File: config.mk
export PLATFORM = sky130hd
export DESIGN_NAME = kdt_cell
export DESIGN_NICKNAME = d
export VERILOG_FILES = /design/src/hdl/kdt_pkg.sv /design/src/hdl/kdt_cell.sv
export SDC_FILE = /design/constraint.sdc
export NUM_CORES = 1
export LEC_CHECK = 0
export BUFFER_PORTS_ARGS = -buffer_cell sky130_fd_sc_hd__buf_2
export CAP_MARGIN = 20
export CORE_UTILIZATION = 30
export CTS_CLUSTER_SIZE = 12
export DETAILED_ROUTE_END_ITERATION = 12
export GPL_TIMING_DRIVEN = 0
export PLACE_DENSITY = 0.66
export SETUP_SLACK_MARGIN = 0.2
export SLEW_MARGIN = 20
export SYNTH_ARGS = -nofsm -noshare
export SYNTH_HDL_FRONTEND = slang
export SYNTH_SLANG_ARGS = --single-unit
File: constraint.sdc
create_clock -name clk_i -period 1.1 [get_ports clk_i]
set_clock_uncertainty 0.1 [all_clocks]
set_input_delay 0.055 -clock clk_i [delete_from_list [all_inputs] [get_ports clk_i]]
set_output_delay 0.055 -clock clk_i [all_outputs]
set_load 0.01 [all_outputs]
File: src/hdl/kdt_pkg.sv
// Shared types and constants for the keyed dense table.
`default_nettype none

package kdt_pkg;

  localparam int CAPACITY_DEF      = 256;
  localparam int PAYLOAD_WIDTH_DEF = 64;

  typedef enum logic [2:0] {
    KIND_UPSERT  = 3'd0,
    KIND_FIND    = 3'd1,
    KIND_RM_KEY  = 3'd2,
    KIND_RM_SLOT = 3'd3,
    KIND_CLEAR   = 3'd4
  } kind_e;

  typedef enum logic [2:0] {
    ST_HIT      = 3'd0,
    ST_INSERTED = 3'd1,
    ST_REMOVED  = 3'd2,
    ST_MISS     = 3'd3,
    ST_FULL     = 3'd4,
    ST_CLEARED  = 3'd5
  } status_e;

  typedef enum logic [2:0] {
    S_IDLE = 3'b001,
    S_SCAN = 3'b010,
    S_RESP = 3'b100
  } state_e;

endpackage

`default_nettype wire

File: src/hdl/kdt_cell.sv
// One entry of the rotating table: key and payload, loaded from the neighbor on shift.
`default_nettype none

module kdt_cell #(
  parameter int PayloadWidth = kdt_pkg::PAYLOAD_WIDTH_DEF
) (
  input  wire logic                    clk_i,
  input  wire logic                    shift_i,
  input  wire logic [31:0]             key_i,
  input  wire logic [PayloadWidth-1:0] pay_i,
  output logic      [31:0]             key_o,
  output logic      [PayloadWidth-1:0] pay_o
);

  logic [31:0]             key_q;
  logic [PayloadWidth-1:0] pay_q;

  always_ff @(posedge clk_i) begin
    if (shift_i) begin
      key_q <= key_i;
      pay_q <= pay_i;
    end
  end

  assign key_o = key_q;
  assign pay_o = pay_q;

endmodule

`default_nettype wire

Word-level counts from Yosys, hierarchy flattened
Cells that the tools add are included.
{"block": "word_totals", "register_bits": 96, "input_bits": 98, "output_inout_bits": 96}

Longest topological paths before layout
{"block": "logic_depth", "word_depth": 0, "depth_mapped": 0}

Least setup slack after synthesis
No wires, ideal clock.
{"block": "synth_path", "kind": "register -> output", "start": "reg key_q[0], in the netlist key_o[0]", "end": "out key_o[0]", "arrival_ns": 0.394, "required_time_ns": 0.945, "slack_ns": 0.551, "path_stages_with_launch": 1, "n_path_buf": 0, "cell_sequence": "edfxtp_1"}
{"item": "start: declaration", "line": "kdt_cell.sv:15", "rtl": "logic [31:0] key_q;"}
{"item": "start signal: assignment", "line": "kdt_cell.sv:20", "rtl": "key_q <= key_i;"}
{"item": "end: declaration", "line": "kdt_cell.sv:11", "rtl": "output logic [31:0] key_o,"}
No word-level cell between the ends.

Final worst setup path
{"block": "layout_path", "start": "reg key_q[2], in the netlist key_o[2]", "end": "out key_o[2]"}
No word-level cell between the ends.

==> reports/qor.csv <==
metric,value,unit
Seq. cell area,0.00288,mm^2
CTS buffer count,9,
Setup CP Type,flip-flop to output pin,
crit path cell chain,buf_2,
WL per Instance,14.5,um
largest net degree at the start of global routing,50,
cell family with most CP delay,flip-flops,
yosys warns,0,
Initial Util,0.311,
comb_multi_in,0,
Rows,35,
non-filler instance count after layout,533,
Worst Max-Slew Pin Slew,0.451,ns
Core Footprint,0.00928,mm^2
simple-gate portion of the synthesized area,0,
register bit count reported by yosys,96,
GRT overflow,0,
"area leader, netlist",edfxtp_1,
Final Setup Violations,0,
setup TNS,0,ns
fill count,766,
post-synthesis cell area,0.00288,mm^2
vias,2152,
crit-path max cell delay,0.40,ns
CP Data Arrival Time,0.90,ns
first-pass GRT wire length,11300,um
Multi-input gate area,0,um^2
clock-pin slew on the worst setup and hold paths,0.09,ns
dpl cells,419,
DRT iter0 DRCs,42,
Pwr Total,7430,uW
Adder-Cell Fraction of Synth Area,0,
CTS tree,yes,
vias in the first global route,2348,
Post-Synth XOR/XNOR Area,0,
Crit path required time,0.94,ns
die width,100,um
Slew headroom,0.699,
Max-cap violations,0,
Tmin final,1.06,ns
Syn Inst Count,96,
port buffer count,193,
DRC,0,
final-report max-slew violation count,0,
PwrDens,1410,mW/mm^2
Syn Area/Cell,30.0,um^2
Buf/Inv on CP,1,
top cell type's share of synthesized area,1.00,
routability cong.,0.664,
antenna violations before repair,3,
nets@finish,495,
Initial DRT Pass Iterations,4,
post-synthesis mux area share,0,
complex-gate fraction of the synthesized area,0,
Startpoint Class,flip-flop,
share of layout cells above drive strength 1,0.516,
post-CTS setup buffer count,0,
status,"complete, no violations",
Leakage Power,0.00222,uW
"Distinct cells, synth",1,
Final Hold Vio Count,0,
Sink Count,96,
DR vias/cell,4.04,
Worst Hold Slack,0.0329,ns
final worst path period share,0.961,
# IOs,194,
RSZ-0062 raised after global routing,yes,
H-tree Lvls,3,
die height,100,um
Root Driver,clkbuf_8,
sequential element share of the synthesized area,1.00,
antenna-violating nets left,0,
Total GRT Usage,0.155,
P&R area growth vs syn,83.0,%
"top cells by area, synth",edfxtp_1 (100%),
Post-Syn Nets,194,
Slowest cell on crit path,edfxtp_1,
Max rail drop VDD,587,uV
crit-path max FO,1,
final WL,7720,um
Fmax,946,MHz
worst-case clock buffer depth,2,
die area,0.0100,mm^2
critical path capture point type,output pin,
worst hold path type,primary input to flip-flop,
[power breakdown]
part	leakage (uW)	switching (uW)	internal, uW	total (uW)
Combinational	0.00121	428	585	1010
Sequential	0.000940	83.2	4340	4430
Clock	0.0000756	1170	820	1990
[placed cells by master, fill, tap and decap left out, drive strengths merged]
master       netlist  layout
dlygate4sd3        0      96
buf                0     194
clkinvlp           0       2
clkinv             0       2
diode              0       3
edfxtp            96      96
clkbuf             0      11
[final cells by class]
cell class            instances  area share
Clock inverter                4     0.00617
Timing Repair Buffer        290       0.390
Sequential cell              96       0.546
Antenna cell                  3     0.00142
Tap cell                    129      0.0306
Clock buffer                 11      0.0249
[final timing paths]
path	startpoint	end	cells after the start
max	key_o[2]$_DFFE_PP_	key_o[2]	1
min	shift_i	key_o[12]$_DFFE_PP_	1
[cells in the mapped netlist]
cell	n
edfxtp_1	96
[sequential cells by signal (all words and copies together) (netlist names)]
signal  cells
pay_o      64
key_o      32
[metrics by stage]
stage / area [um^2] / setup slack, ns / util
detailed placement: 4030 / -0.271 / 0.434
CTS: 5210 / -0.0119 / 0.561
global route: 5280 / -0.0246 / 0.568
floorplan: 2880 / 0.551 / -
global placement: 4010 / -0.974 / 0.432
finish: 5280 / 0.0428 / 0.568
[kinds of logic after synthesis]
kind of cell  Yosys count
flops                  96
[metal layers]
layer  track usage  share of wire  vias to the layer above
met2         0.278           0.52                      118
met4        0.0825          0.026                        0
met3        0.0571          0.090                       18
li1              -              -                      998
met5             0              0                        -
met1         0.157           0.36                     1018
[repair_timing]
action | 4_1_cts | 5_1_grt
hold endpoints to repair | 96 | 0
hold buffers | 96 | 0
endpoints found under the setup margin | 145 | 96
resized for setup | 13 | 9
(Power assumes the default switching activity.)
