==> config.mk <==
export PLATFORM = sky130hd
export DESIGN_NAME = kdt_ctrl
export DESIGN_NICKNAME = d
export VERILOG_FILES = /design/src/hdl/kdt_pkg.sv /design/src/hdl/kdt_ctrl.sv
export SDC_FILE = /design/constraint.sdc
export NUM_CORES = 1
export LEC_CHECK = 0
export ABC_AREA = 1
export BUFFER_PORTS_ARGS = -buffer_cell sky130_fd_sc_hd__buf_2
export CAP_MARGIN = 20
export CORE_AREA = 2 2 276 278
export CTS_CLUSTER_DIAMETER = 200
export CTS_CLUSTER_SIZE = 24
export DETAILED_ROUTE_END_ITERATION = 8
export DIE_AREA = 0 0 278 280
export REMOVE_ABC_BUFFERS = 1
export SLEW_MARGIN = 20
export SYNTH_ARGS = -nofsm -noshare
export SYNTH_HDL_FRONTEND = slang
export SYNTH_SLANG_ARGS = --single-unit
==> constraint.sdc <==
create_clock -name clk_i -period 14.52 [get_ports clk_i]
set_clock_uncertainty 0.05 [all_clocks]
set_input_delay 3.63 -clock clk_i [delete_from_list [all_inputs] [get_ports clk_i]]
set_output_delay 3.63 -clock clk_i [all_outputs]
set_load 0.1 [all_outputs]
==> src/hdl/kdt_pkg.sv <==
// Shared types and constants for the keyed dense table.
`default_nettype none

package kdt_pkg;

  localparam int CAPACITY_DEF      = 256;
  localparam int PAYLOAD_WIDTH_DEF = 64;

  typedef enum logic [2:0] {
    KIND_UPSERT  = 3'd0,
    KIND_FIND    = 3'd1,
    KIND_RM_KEY  = 3'd2,
    KIND_RM_SLOT = 3'd3,
    KIND_CLEAR   = 3'd4
  } kind_e;

  typedef enum logic [2:0] {
    ST_HIT      = 3'd0,
    ST_INSERTED = 3'd1,
    ST_REMOVED  = 3'd2,
    ST_MISS     = 3'd3,
    ST_FULL     = 3'd4,
    ST_CLEARED  = 3'd5
  } status_e;

  typedef enum logic [2:0] {
    S_IDLE = 3'b001,
    S_SCAN = 3'b010,
    S_RESP = 3'b100
  } state_e;

endpackage

`default_nettype wire

==> src/hdl/kdt_ctrl.sv <==
// Sequencer: request latch, head compare and rewrite, result and output registers.
`default_nettype none

module kdt_ctrl #(
  parameter int Capacity     = kdt_pkg::CAPACITY_DEF,
  parameter int PayloadWidth = kdt_pkg::PAYLOAD_WIDTH_DEF
) (
  input  wire logic                    clk_i,
  input  wire logic                    rst_ni,
  input  wire logic                    in_valid_i,
  output logic                         in_stall_o,
  input  wire logic [2:0]              kind_i,
  input  wire logic signed [31:0]      key_i,
  input  wire logic [63:0]             payload_i,
  input  wire logic [7:0]              slot_i,
  output logic                         out_valid_o,
  input  wire logic                    out_stall_i,
  output logic      [2:0]              status_o,
  output logic      [7:0]              position_o,
  output logic      [63:0]             data_out_o,
  output logic      [8:0]              occupancy_o,
  output logic                         shift_o,
  input  wire logic [31:0]             head_key_i,
  input  wire logic [PayloadWidth-1:0] head_pay_i,
  output logic      [31:0]             tail_key_o,
  output logic      [PayloadWidth-1:0] tail_pay_o
);

  localparam int CntW  = $clog2(Capacity + 1);
  localparam int StepW = $clog2(Capacity);
  localparam int CmpW  = (CntW > 8) ? CntW : 8;

  kdt_pkg::state_e  state_q, state_d;
  kdt_pkg::status_e stat_q, stat_d;
  kdt_pkg::status_e out_stat_q;

  logic [StepW-1:0]        step_q;
  logic [CntW-1:0]         count_q, count_d;
  logic                    hit_q, ins_q;
  logic [2:0]              kind_q;
  logic [31:0]             req_key_q;
  logic [PayloadWidth-1:0] req_pay_q;
  logic [CmpW-1:0]         req_slot_q;
  logic [StepW-1:0]        pos_q;
  logic [PayloadWidth-1:0] data_q;
  logic [31:0]             last_key_q, cand_key_q;
  logic [PayloadWidth-1:0] last_pay_q, cand_pay_q;
  logic                    out_valid_q;
  logic [7:0]              out_pos_q;
  logic [63:0]             out_data_q;
  logic [8:0]              out_occ_q;

  logic            in_acc, scan, last_step, out_load;
  logic [CntW-1:0] step_ext;
  logic            live, match, slot_hit, do_update, do_insert, do_found, do_remove;
  logic            is_rm, at_last_entry, at_cand, hit_e, ins_e;

  assign in_stall_o = (state_q != kdt_pkg::S_IDLE);
  assign in_acc     = in_valid_i && !in_stall_o;
  assign scan       = (state_q == kdt_pkg::S_SCAN);
  assign shift_o    = scan;
  assign last_step  = scan && (step_q == StepW'(Capacity - 1));
  assign out_load   = (state_q == kdt_pkg::S_RESP) && (!out_valid_q || !out_stall_i);

  // head of the ring holds the entry at slot step_q
  assign step_ext  = CntW'(step_q);
  assign live      = step_ext < count_q;
  assign is_rm     = (kind_q == kdt_pkg::KIND_RM_KEY) || (kind_q == kdt_pkg::KIND_RM_SLOT);
  assign match     = scan && live && !hit_q && (head_key_i == req_key_q);
  assign slot_hit  = scan && !hit_q && (CmpW'(step_q) == req_slot_q)
                     && (req_slot_q < CmpW'(count_q));
  assign do_update = (kind_q == kdt_pkg::KIND_UPSERT) && match;
  assign do_found  = (kind_q == kdt_pkg::KIND_FIND) && match;
  assign do_remove = ((kind_q == kdt_pkg::KIND_RM_KEY) && match)
                     || ((kind_q == kdt_pkg::KIND_RM_SLOT) && slot_hit);
  assign do_insert = scan && (kind_q == kdt_pkg::KIND_UPSERT) && !hit_q
                     && (step_ext == count_q) && (count_q != CntW'(Capacity));
  assign at_last_entry = (step_ext == count_q - CntW'(1));
  assign at_cand       = (count_q > CntW'(1)) && (step_ext == count_q - CntW'(2));
  assign hit_e = hit_q || do_update || do_found || do_remove;
  assign ins_e = ins_q || do_insert;

  // rewrite the entry leaving the head: new payload, new entry, or the last entry into the hole
  always_comb begin
    tail_key_o = head_key_i;
    tail_pay_o = head_pay_i;
    if (do_insert) begin
      tail_key_o = req_key_q;
      tail_pay_o = req_pay_q;
    end else if (do_update) begin
      tail_pay_o = req_pay_q;
    end else if (do_remove) begin
      tail_key_o = last_key_q;
      tail_pay_o = last_pay_q;
    end
  end

  always_comb begin
    state_d = state_q;
    stat_d  = stat_q;
    count_d = count_q;
    case (state_q)
      kdt_pkg::S_IDLE: begin
        if (in_acc) begin
          case (kind_i)
            kdt_pkg::KIND_UPSERT, kdt_pkg::KIND_FIND,
            kdt_pkg::KIND_RM_KEY, kdt_pkg::KIND_RM_SLOT: begin
              state_d = kdt_pkg::S_SCAN;
            end
            kdt_pkg::KIND_CLEAR: begin
              count_d = '0;
              stat_d  = kdt_pkg::ST_CLEARED;
              state_d = kdt_pkg::S_RESP;
            end
            default: begin
              stat_d  = kdt_pkg::ST_MISS;
              state_d = kdt_pkg::S_RESP;
            end
          endcase
        end
      end
      kdt_pkg::S_SCAN: begin
        if (last_step) begin
          state_d = kdt_pkg::S_RESP;
          case (kind_q)
            kdt_pkg::KIND_UPSERT: begin
              if (hit_e) begin
                stat_d = kdt_pkg::ST_HIT;
              end else if (ins_e) begin
                stat_d  = kdt_pkg::ST_INSERTED;
                count_d = count_q + CntW'(1);
              end else begin
                stat_d = kdt_pkg::ST_FULL;
              end
            end
            kdt_pkg::KIND_FIND: begin
              stat_d = hit_e ? kdt_pkg::ST_HIT : kdt_pkg::ST_MISS;
            end
            default: begin
              if (hit_e) begin
                stat_d  = kdt_pkg::ST_REMOVED;
                count_d = count_q - CntW'(1);
              end else begin
                stat_d = kdt_pkg::ST_MISS;
              end
            end
          endcase
        end
      end
      kdt_pkg::S_RESP: begin
        if (out_load) begin
          state_d = kdt_pkg::S_IDLE;
        end
      end
      default: begin
        state_d = kdt_pkg::S_IDLE;
      end
    endcase
  end

  always_ff @(posedge clk_i or negedge rst_ni) begin
    if (!rst_ni) begin
      state_q     <= kdt_pkg::S_IDLE;
      step_q      <= '0;
      count_q     <= '0;
      hit_q       <= 1'b0;
      ins_q       <= 1'b0;
      out_valid_q <= 1'b0;
    end else begin
      state_q <= state_d;
      count_q <= count_d;
      if (in_acc) begin
        step_q <= '0;
        hit_q  <= 1'b0;
        ins_q  <= 1'b0;
      end else if (scan) begin
        step_q <= step_q + StepW'(1);
        if (do_update || do_found || do_remove) begin
          hit_q <= 1'b1;
        end
        if (do_insert) begin
          ins_q <= 1'b1;
        end
      end
      if (out_load) begin
        out_valid_q <= 1'b1;
      end else if (!out_stall_i) begin
        out_valid_q <= 1'b0;
      end
    end
  end

  always_ff @(posedge clk_i) begin
    stat_q <= stat_d;
    if (in_acc) begin
      kind_q     <= kind_i;
      req_key_q  <= key_i;
      req_pay_q  <= payload_i[PayloadWidth-1:0];
      req_slot_q <= CmpW'(slot_i);
      pos_q      <= '0;
      data_q     <= '0;
    end else if (scan) begin
      if (do_update || do_found || do_remove || do_insert) begin
        pos_q <= step_q;
      end
      if (do_found) begin
        data_q <= head_pay_i;
      end else if (do_update || do_insert) begin
        data_q <= req_pay_q;
      end
      // track the entry that sits at the last slot after this request
      if (do_insert || ((kind_q == kdt_pkg::KIND_UPSERT) && at_last_entry)) begin
        last_key_q <= tail_key_o;
        last_pay_q <= tail_pay_o;
      end
      if (is_rm && at_cand) begin
        cand_key_q <= tail_key_o;
        cand_pay_q <= tail_pay_o;
      end
      if (last_step && is_rm && hit_e) begin
        last_key_q <= cand_key_q;
        last_pay_q <= cand_pay_q;
      end
    end
    if (out_load) begin
      out_stat_q <= stat_q;
      out_pos_q  <= 8'(pos_q);
      out_data_q <= 64'(data_q);
      out_occ_q  <= 9'(count_q);
    end
  end

  assign out_valid_o = out_valid_q;
  assign status_o    = out_stat_q;
  assign position_o  = out_pos_q;
  assign data_out_o  = out_data_q;
  assign occupancy_o = out_occ_q;

  a_count_range: assert property (@(posedge clk_i) disable iff (!rst_ni)
    count_q <= CntW'(Capacity))
    else $error("entry count above capacity");

  a_scan_ends: assert property (@(posedge clk_i) disable iff (!rst_ni)
    last_step |=> (state_q == kdt_pkg::S_RESP))
    else $error("scan did not end after a full rotation");

  a_count_stable: assert property (@(posedge clk_i) disable iff (!rst_ni)
    (!last_step && !(in_acc && (kind_i == kdt_pkg::KIND_CLEAR))) |=> $stable(count_q))
    else $error("entry count changed outside request completion");

  a_hit_ins_excl: assert property (@(posedge clk_i) disable iff (!rst_ni)
    !(hit_q && ins_q))
    else $error("request both matched and inserted");

  a_out_from_resp: assert property (@(posedge clk_i) disable iff (!rst_ni)
    $rose(out_valid_q) |-> $past(state_q == kdt_pkg::S_RESP))
    else $error("result raised without a completed request");

endmodule

`default_nettype wire

-- After elaboration in Yosys (flattened, before gate mapping)
Index checks and enable logic that the tools add are counted.
- $add $sub $neg: 4
- $lt $le $gt $ge: 3
- equal/unequal tests: 28
- mux-type cells: 44
- bitwise operators: 1
- reductions and logical operators: 56
- operator list (kind ; number):
    $mux 64 ; 7
    $mux 32 ; 5
    $mux 9 ; 6
    $pmux 9 s2 ; 2
    $eq 32x32->1 ; 1
    $eq 8x9->1 ; 3
    $mux 3 ; 8
    $logic_and 1x1->1 ; 22
    $lt 8x9->1 ; 2
    $pmux 3 s2 ; 3
    $mux 8 ; 2
    $eq 3x2->1 const B ; 5
    $logic_or 1x1->1 ; 12
    $reduce_bool 2->1 ; 6
    $add 9x1->9 const B ; 1
    $eq 3x1->1 const B ; 3
    $gt 9x1->1 const B ; 1
    $mux 1 ; 9
    $ne 9x9->1 const B ; 1
    $pmux 3 s3 ; 1
    $reduce_and 3->1 ; 3
    $sub 9x1->9 const B ; 1
    $sub 9x2->9 const B ; 1
    $add 8x1->8 const B ; 1
    15 further kinds ; 30
- register bits after elaboration: 481
- input bits: 207
- output and inout port bits: 183

-- Longest topological paths before layout
- depth in word-level cells: 12
- gate-level depth with buffers: 20

-- Worst setup path after synthesis
No wires, ideal clock.
- path kind: register -> register
- from: register count_q[2]
- to: register cand_key_q[0] (enable)
- library setup time: 0.787 ns
- arrival time: 10.494 ns
- path slack: 3.189 ns
- stages on the path, launching flop included: 9
- period minus slack after synthesis: 11.331 ns
- cell sequence: dfrtp_1 > clkbuf_1 > inv_1 > ha_1 > nand2_1 > nor2_1 > nand3_1 > xnor2_1 > nor4_1
- word-level cells in the longest chain between the ends: 5
- RTL lines (what ; RTL line ; RTL):
    start: declaration ; kdt_ctrl.sv:38 ; logic [CntW-1:0] count_q, count_d;
    start signal: assignment ; kdt_ctrl.sv:171 ; count_q <= count_d;
    $sub 9x2->9 ; kdt_ctrl.sv:79 ; assign at_cand = (count_q > CntW'(1)) && (step_ext == count_q - CntW'(2));
    $eq 8x9->1 ; kdt_ctrl.sv:79 ;
    $logic_and 1x1->1 (*) ; kdt_ctrl.sv:79 ;
    $logic_and 1x1->1 (*) ; kdt_ctrl.sv:216 ; if (is_rm && at_cand) begin
    $reduce_and 3->1 (no source line) (*) ; - ;
    end signal: assignment ; kdt_ctrl.sv:217 ; cand_key_q <= tail_key_o;
    end: declaration ; kdt_ctrl.sv:46 ; logic [31:0] last_key_q, cand_key_q;
Every way passes the cells marked *; elsewhere a longest branch is shown, timed or not.
A chain may end at the register's enable or synchronous reset.

-- Worst setup path after layout
- from: input head_key_i[13]
- to: output tail_pay_o[45]
- word-level cells in the longest chain between the ends: 7
- RTL lines (what ; RTL line ; RTL):
    start: declaration ; kdt_ctrl.sv:23 ; input wire logic [31:0] head_key_i,
    $eq 32x32->1 (*) ; kdt_ctrl.sv:69 ; assign match = scan && live && !hit_q && (head_key_i == req_key_q);
    $logic_and 1x1->1 (*) ; kdt_ctrl.sv:69 ;
    $logic_and 1x1->1 ; kdt_ctrl.sv:74 ; assign do_remove = ((kind_q == kdt_pkg::KIND_RM_KEY) && match)
    $logic_or 1x1->1 ; kdt_ctrl.sv:75 ; || ((kind_q == kdt_pkg::KIND_RM_SLOT) && slot_hit);
    $mux 64 ; kdt_ctrl.sv:92 ; end else if (do_remove) begin
    $mux 64 (*) ; kdt_ctrl.sv:90 ; end else if (do_update) begin
    $mux 64 (*) ; kdt_ctrl.sv:87 ; if (do_insert) begin
    end: declaration ; kdt_ctrl.sv:26 ; output logic [PayloadWidth-1:0] tail_pay_o
Marked as above.

==> metrics list <==
- The worst-case IR drop observed on VDD is 132 µV.
* Synthesized-area fraction occupied by ao, oa, aoi and oai cells: 4.40%
- Max cap viols: 0
- Buffers plus inverters on the worst setup path: 4
- The filler cells instantiated in the layout total 7716.
- For this design, the sink count on the clock tree is 481.
- The worst setup path is of the primary input to output port kind.
- Maximum number of pins on one net before global-route repair: 79
* Cell Count Post-Placement: 3703
- The first detailed-routing pass took 5 iterations.
- Summed over all layers, the routed wires come to 73.4 mm.
- First-pass GRT wire length: 109 mm
- Tcrit/Tclk final: between 70% and 80%
- Power density relative to cell area: 154 nW/µm²
- Setup-violating endpoint count in the final report: 0
- P_leak: 11.6 nW
* Final critical-path required period: 11.02 ns
- The mapped netlist covers 22300 µm².
- For this run, global-route usage on met1 was measured as 24.8%.
* Die height: 280 µm
- The largest single stage delay on the critical path is 0.81 ns.
- Derived from the worst setup path, the maximum achievable clock frequency is 90.8 MHz.
- Outcome: finished, final reports clean
* Classification of the worst-slack hold path: flip-flop to flip-flop
- The final count of pins violating max slew was 0.
- Routability-driven placement finished with a final weighted congestion of 0.895.
- The critical path starts at head_key_i[13].
- Summing the sequential cell areas from Yosys gives 61.0% of the chip area.
* Cells after synthesis: 2434
- Final setup TNS: 0 ns
- CTS Hold Buffers Added: 0
- Port-buffer cells: 389
- The setup check on the worst reg-to-reg path leaves a slack of 9.84 ns.
- Of the total synthesized cell area, the portion taken by full adders, half adders and majority gates is 1.23%.
- Starting utilization of the core area: approximately 30%
- Worst Hold Depth: 0
- CP Data Arrival Time: 7.34 ns
- Measured against the total synthesized area, the mux share comes to 0%.
* Critical-path maximum fanout: 65
* Post-DP HPWL: 46.3 mm
- Startpoint of the most critical register-to-register path: count_q[7]$_DFFE_PN0P_
- The tightest hold path in the finished design has a slack of roughly 0.38 ns.
* Combined global-route utilization of all metal layers: a little under a fifth
- Among the stages of the critical path, the cell type that occurs most often is sky130_fd_sc_hd__nand3_1.
- Die Footprint: 77800 µm²
- Count of state elements after synthesis: between 400 and 500
- Post-CTS Setup Bufs: 0
* Unique masters post-synth: 43
- Average wire per cell in the routed design: between 15 and 20 µm
- For this block, the via count after detailed routing is 18100.
- In the routed design, unresolved DRC markers number 0.
- Setup repair after global routing left no endpoint under its margin.
- Met3 demand-to-capacity share in global routing: 2.81%
- XOR/XNOR Fraction of Synth Area: 1.41%
- Type of destination of the critical path: output port
- The worst setup path is launched from a primary input.
- Leaving out filler cells and counting taps, the final layout contains 3752.
* Core area: 75200 µm²
- GRT met2 Usage: 30.7%
* Main combinational cell family by area after synthesis: simple AND/OR/NAND/NOR gates
- TritonCTS built the clock tree.
* Area growth from synthesis to final layout: 16.0%
- Grt peak-use layer: met2
- Data on the critical path is required at its endpoint by ~11 ns.
- The number of global-route vias before repair was between 15000 and 20000.
* Total number of placement rows: 101
- Post-DRT Antenna Nets: 0
- No sink is reached through more buffers than the 3 on the longest clock path.
- Yosys printed 0 warnings.
* Transition time at the pin with the least slew margin: 1.18 ns
- On the critical path the largest part of the delay comes from simple AND/OR/NAND/NOR gates.
- Number of resized instances in the post-cts repair step: 0
* Number of CTS-inserted buffers: 24
- Share of cells above drive strength 1: 17.2%
- CTS placed an instance of sky130_fd_sc_hd__clkbuf_16 at the clock tree root.
- Using the TritonRoute via totals, the vias-per-cell ratio works out to 4.82.
- Final Hold Fails: 0
* Antenna violations before repair: 11
- IO Pins: 390
* Detailed router's first-iteration violation count: between 1500 and 2000
- Clock Pin Slew Worst Setup and Hold Paths: 0.11 ns
* NumNets Final: a little under 3000
- Headroom to the max-slew limit came out at 21.3%.
* Chain of cells forming the critical path: buf_2, xnor2_1, nand3_1, nor2_1, nand3_1, nor2_1, and2_1, nand2_1, nand2_4, clkinv_2, buf_4, nand3_1, nand2_1, buf_2
- Each instance of the synthesized netlist takes up on average 9.16 µm².
- Summing the areas of all and, or, nand and nor instances in the mapped netlist gives 24.6% of the synthesized area.
- Overflow after GRT: 0
- Clock latency on the worst-skew pair, taken at its later pin, is about 0.60 ns.
- Logic depth of the worst register-to-register path: 15
- The worst hold path begins at data_q[4]$_SDFFE_PP0P_.
* Die width: 278 µm
- CTS built an H-tree with a depth of 1.
- Slowest stage cell, crit path: sky130_fd_sc_hd__nand2_4
* Hold-critical path endpoint: data_out_o[4]$_DFFE_PP_
- Endpoint of the most critical register-to-register path: last_pay_q[63]$_DFFE_PP_
==> final cells by class <==
cell class	instances	area [µm²]	area share, %
diodes	5	12.5	0.0484
clock buffers	42	689	2.67
clock inverters	2	33.8	0.131
inverters	277	1050	4.04
multi-input cells	1556	7130	27.6
flip-flops and latches	481	13600	52.6
well taps	978	1220	4.73
repair buffers	411	2120	8.19
==> registers in the layout (all words and copies together), names as in the netlist <==
| register | count |
|---|---|
| cand_pay_q | 64 |
| data_out_o | 64 |
| data_q | 64 |
| last_pay_q | 64 |
| req_pay_q | 64 |
| cand_key_q | 32 |
| last_key_q | 32 |
| req_key_q | 32 |
| count_q | 9 |
| occupancy_o | 9 |
| pos_q | 8 |
| position_o | 8 |
| req_slot_q | 8 |
| step_q | 8 |
| kind_q | 3 |
| stat_q | 3 |
| state_q | 3 |
| status_o | 3 |
| hit_q | 1 |
| ins_q | 1 |
| out_valid_o | 1 |
==> report_power, final <==
part	total, mW	internal (mW)	switching (mW)
sequential	1.82	1.71	0.110
clock	0.800	0.330	0.470
combinational	1.37	0.287	1.08
==> worst max path at each step <==
stage,to,cells after the start
floorplan,last_key_q[0]$_DFFE_PP_,12
global placement,tail_pay_o[55],14
detailed placement,tail_pay_o[55],14
CTS,tail_pay_o[55],14
global route,tail_pay_o[51],14
finish,tail_pay_o[45],14
==> cells by family (layout without fill, tap and decap cells) <==
logic type	Yosys count	in the layout
other	0	5
flip-flops	481	481
adder cells (fa/ha/maj)	22	22
buffers and inverters	397	732
AO/OA/AOI/OAI	191	191
AND/OR/NAND/NOR	1307	1307
XOR/XNOR	36	36
==> Yosys cell counts (all sizes together) <==
| cell | number | share of area [%] |
|---|---|---|
| a21o | 1 | 0.034 |
| o22ai | 4 | 0.11 |
| nor2 | 204 | 3.5 |
| clkbuf | 49 | 0.82 |
| edfxtp | 386 | 52 |
| nand3b | 3 | 0.10 |
| a21boi | 1 | 0.034 |
| o211ai | 1 | 0.034 |
| and3 | 1 | 0.028 |
| xor2 | 20 | 0.79 |
| o21a | 2 | 0.067 |
| clkinv | 3 | 0.056 |
| nand4 | 116 | 3.3 |
| a211oi | 1 | 0.034 |
| ha | 22 | 1.2 |
| or2 | 4 | 0.11 |
| dfrtp | 22 | 2.5 |
| nand3 | 130 | 3.0 |
| nand2 | 825 | 14 |
| dfxtp | 72 | 6.5 |
| a31oi | 2 | 0.056 |
| buf | 71 | 1.9 |
| dfstp | 1 | 0.12 |
| nor4 | 4 | 0.17 |
| inv | 274 | 4.6 |
| nor3 | 16 | 0.36 |
| a21oi | 24 | 0.54 |
| nor3b | 1 | 0.034 |
| and2 | 3 | 0.084 |
| xnor2 | 16 | 0.63 |
| o21ai | 154 | 3.5 |
| o31ai | 1 | 0.034 |
==> placed cells by master, fill, tap and decap left out, types with 5 or more instances in the layout <==
| master | Yosys | final |
|---|---|---|
| sky130_fd_sc_hd__dfxtp_1 | 72 | 72 |
| sky130_fd_sc_hd__nor2_1 | 198 | 196 |
| sky130_fd_sc_hd__inv_1 | 264 | 264 |
| sky130_fd_sc_hd__xor2_1 | 20 | 20 |
| sky130_fd_sc_hd__xnor2_1 | 16 | 16 |
| sky130_fd_sc_hd__a21oi_1 | 24 | 23 |
| sky130_fd_sc_hd__diode_2 | 0 | 5 |
| sky130_fd_sc_hd__buf_2 | 45 | 389 |
| sky130_fd_sc_hd__o21ai_0 | 154 | 154 |
| sky130_fd_sc_hd__inv_2 | 10 | 9 |
| sky130_fd_sc_hd__edfxtp_1 | 386 | 386 |
| sky130_fd_sc_hd__clkbuf_16 | 0 | 25 |
| sky130_fd_sc_hd__buf_4 | 12 | 20 |
| sky130_fd_sc_hd__clkbuf_1 | 49 | 17 |
| sky130_fd_sc_hd__ha_1 | 22 | 22 |
| sky130_fd_sc_hd__nand2_1 | 823 | 820 |
| sky130_fd_sc_hd__nand3_1 | 125 | 125 |
| sky130_fd_sc_hd__nand4_1 | 116 | 116 |
| sky130_fd_sc_hd__nor3_1 | 16 | 16 |
| sky130_fd_sc_hd__dfrtp_1 | 22 | 22 |
==> layer usage <==
metal / wire length, µm / vias up
met4: 1960 / 6
met1: 32200 / 8633
li1: - / 8630
met2: 34100 / 734
met5: 35 / -
met3: 5120 / 88
==> stage by stage <==
| stage | area (µm²) | utilization [%] | power (mW) | worst slack, ns |
|---|---|---|---|---|
| after global routing | 25900 | 34.4 | 4.18 | 3.22 |
| after CTS | 25800 | 34.4 | 4.02 | 3.42 |
| after floorplan | 21700 | - | 2.86 | 0.944 |
| after detailed placement | 25100 | 33.4 | 3.22 | 3.44 |
| after global placement | 25100 | 33.4 | 3.21 | 3.46 |
| final | 25900 | 34.4 | 3.99 | 3.50 |
(Power assumes the default switching activity.)
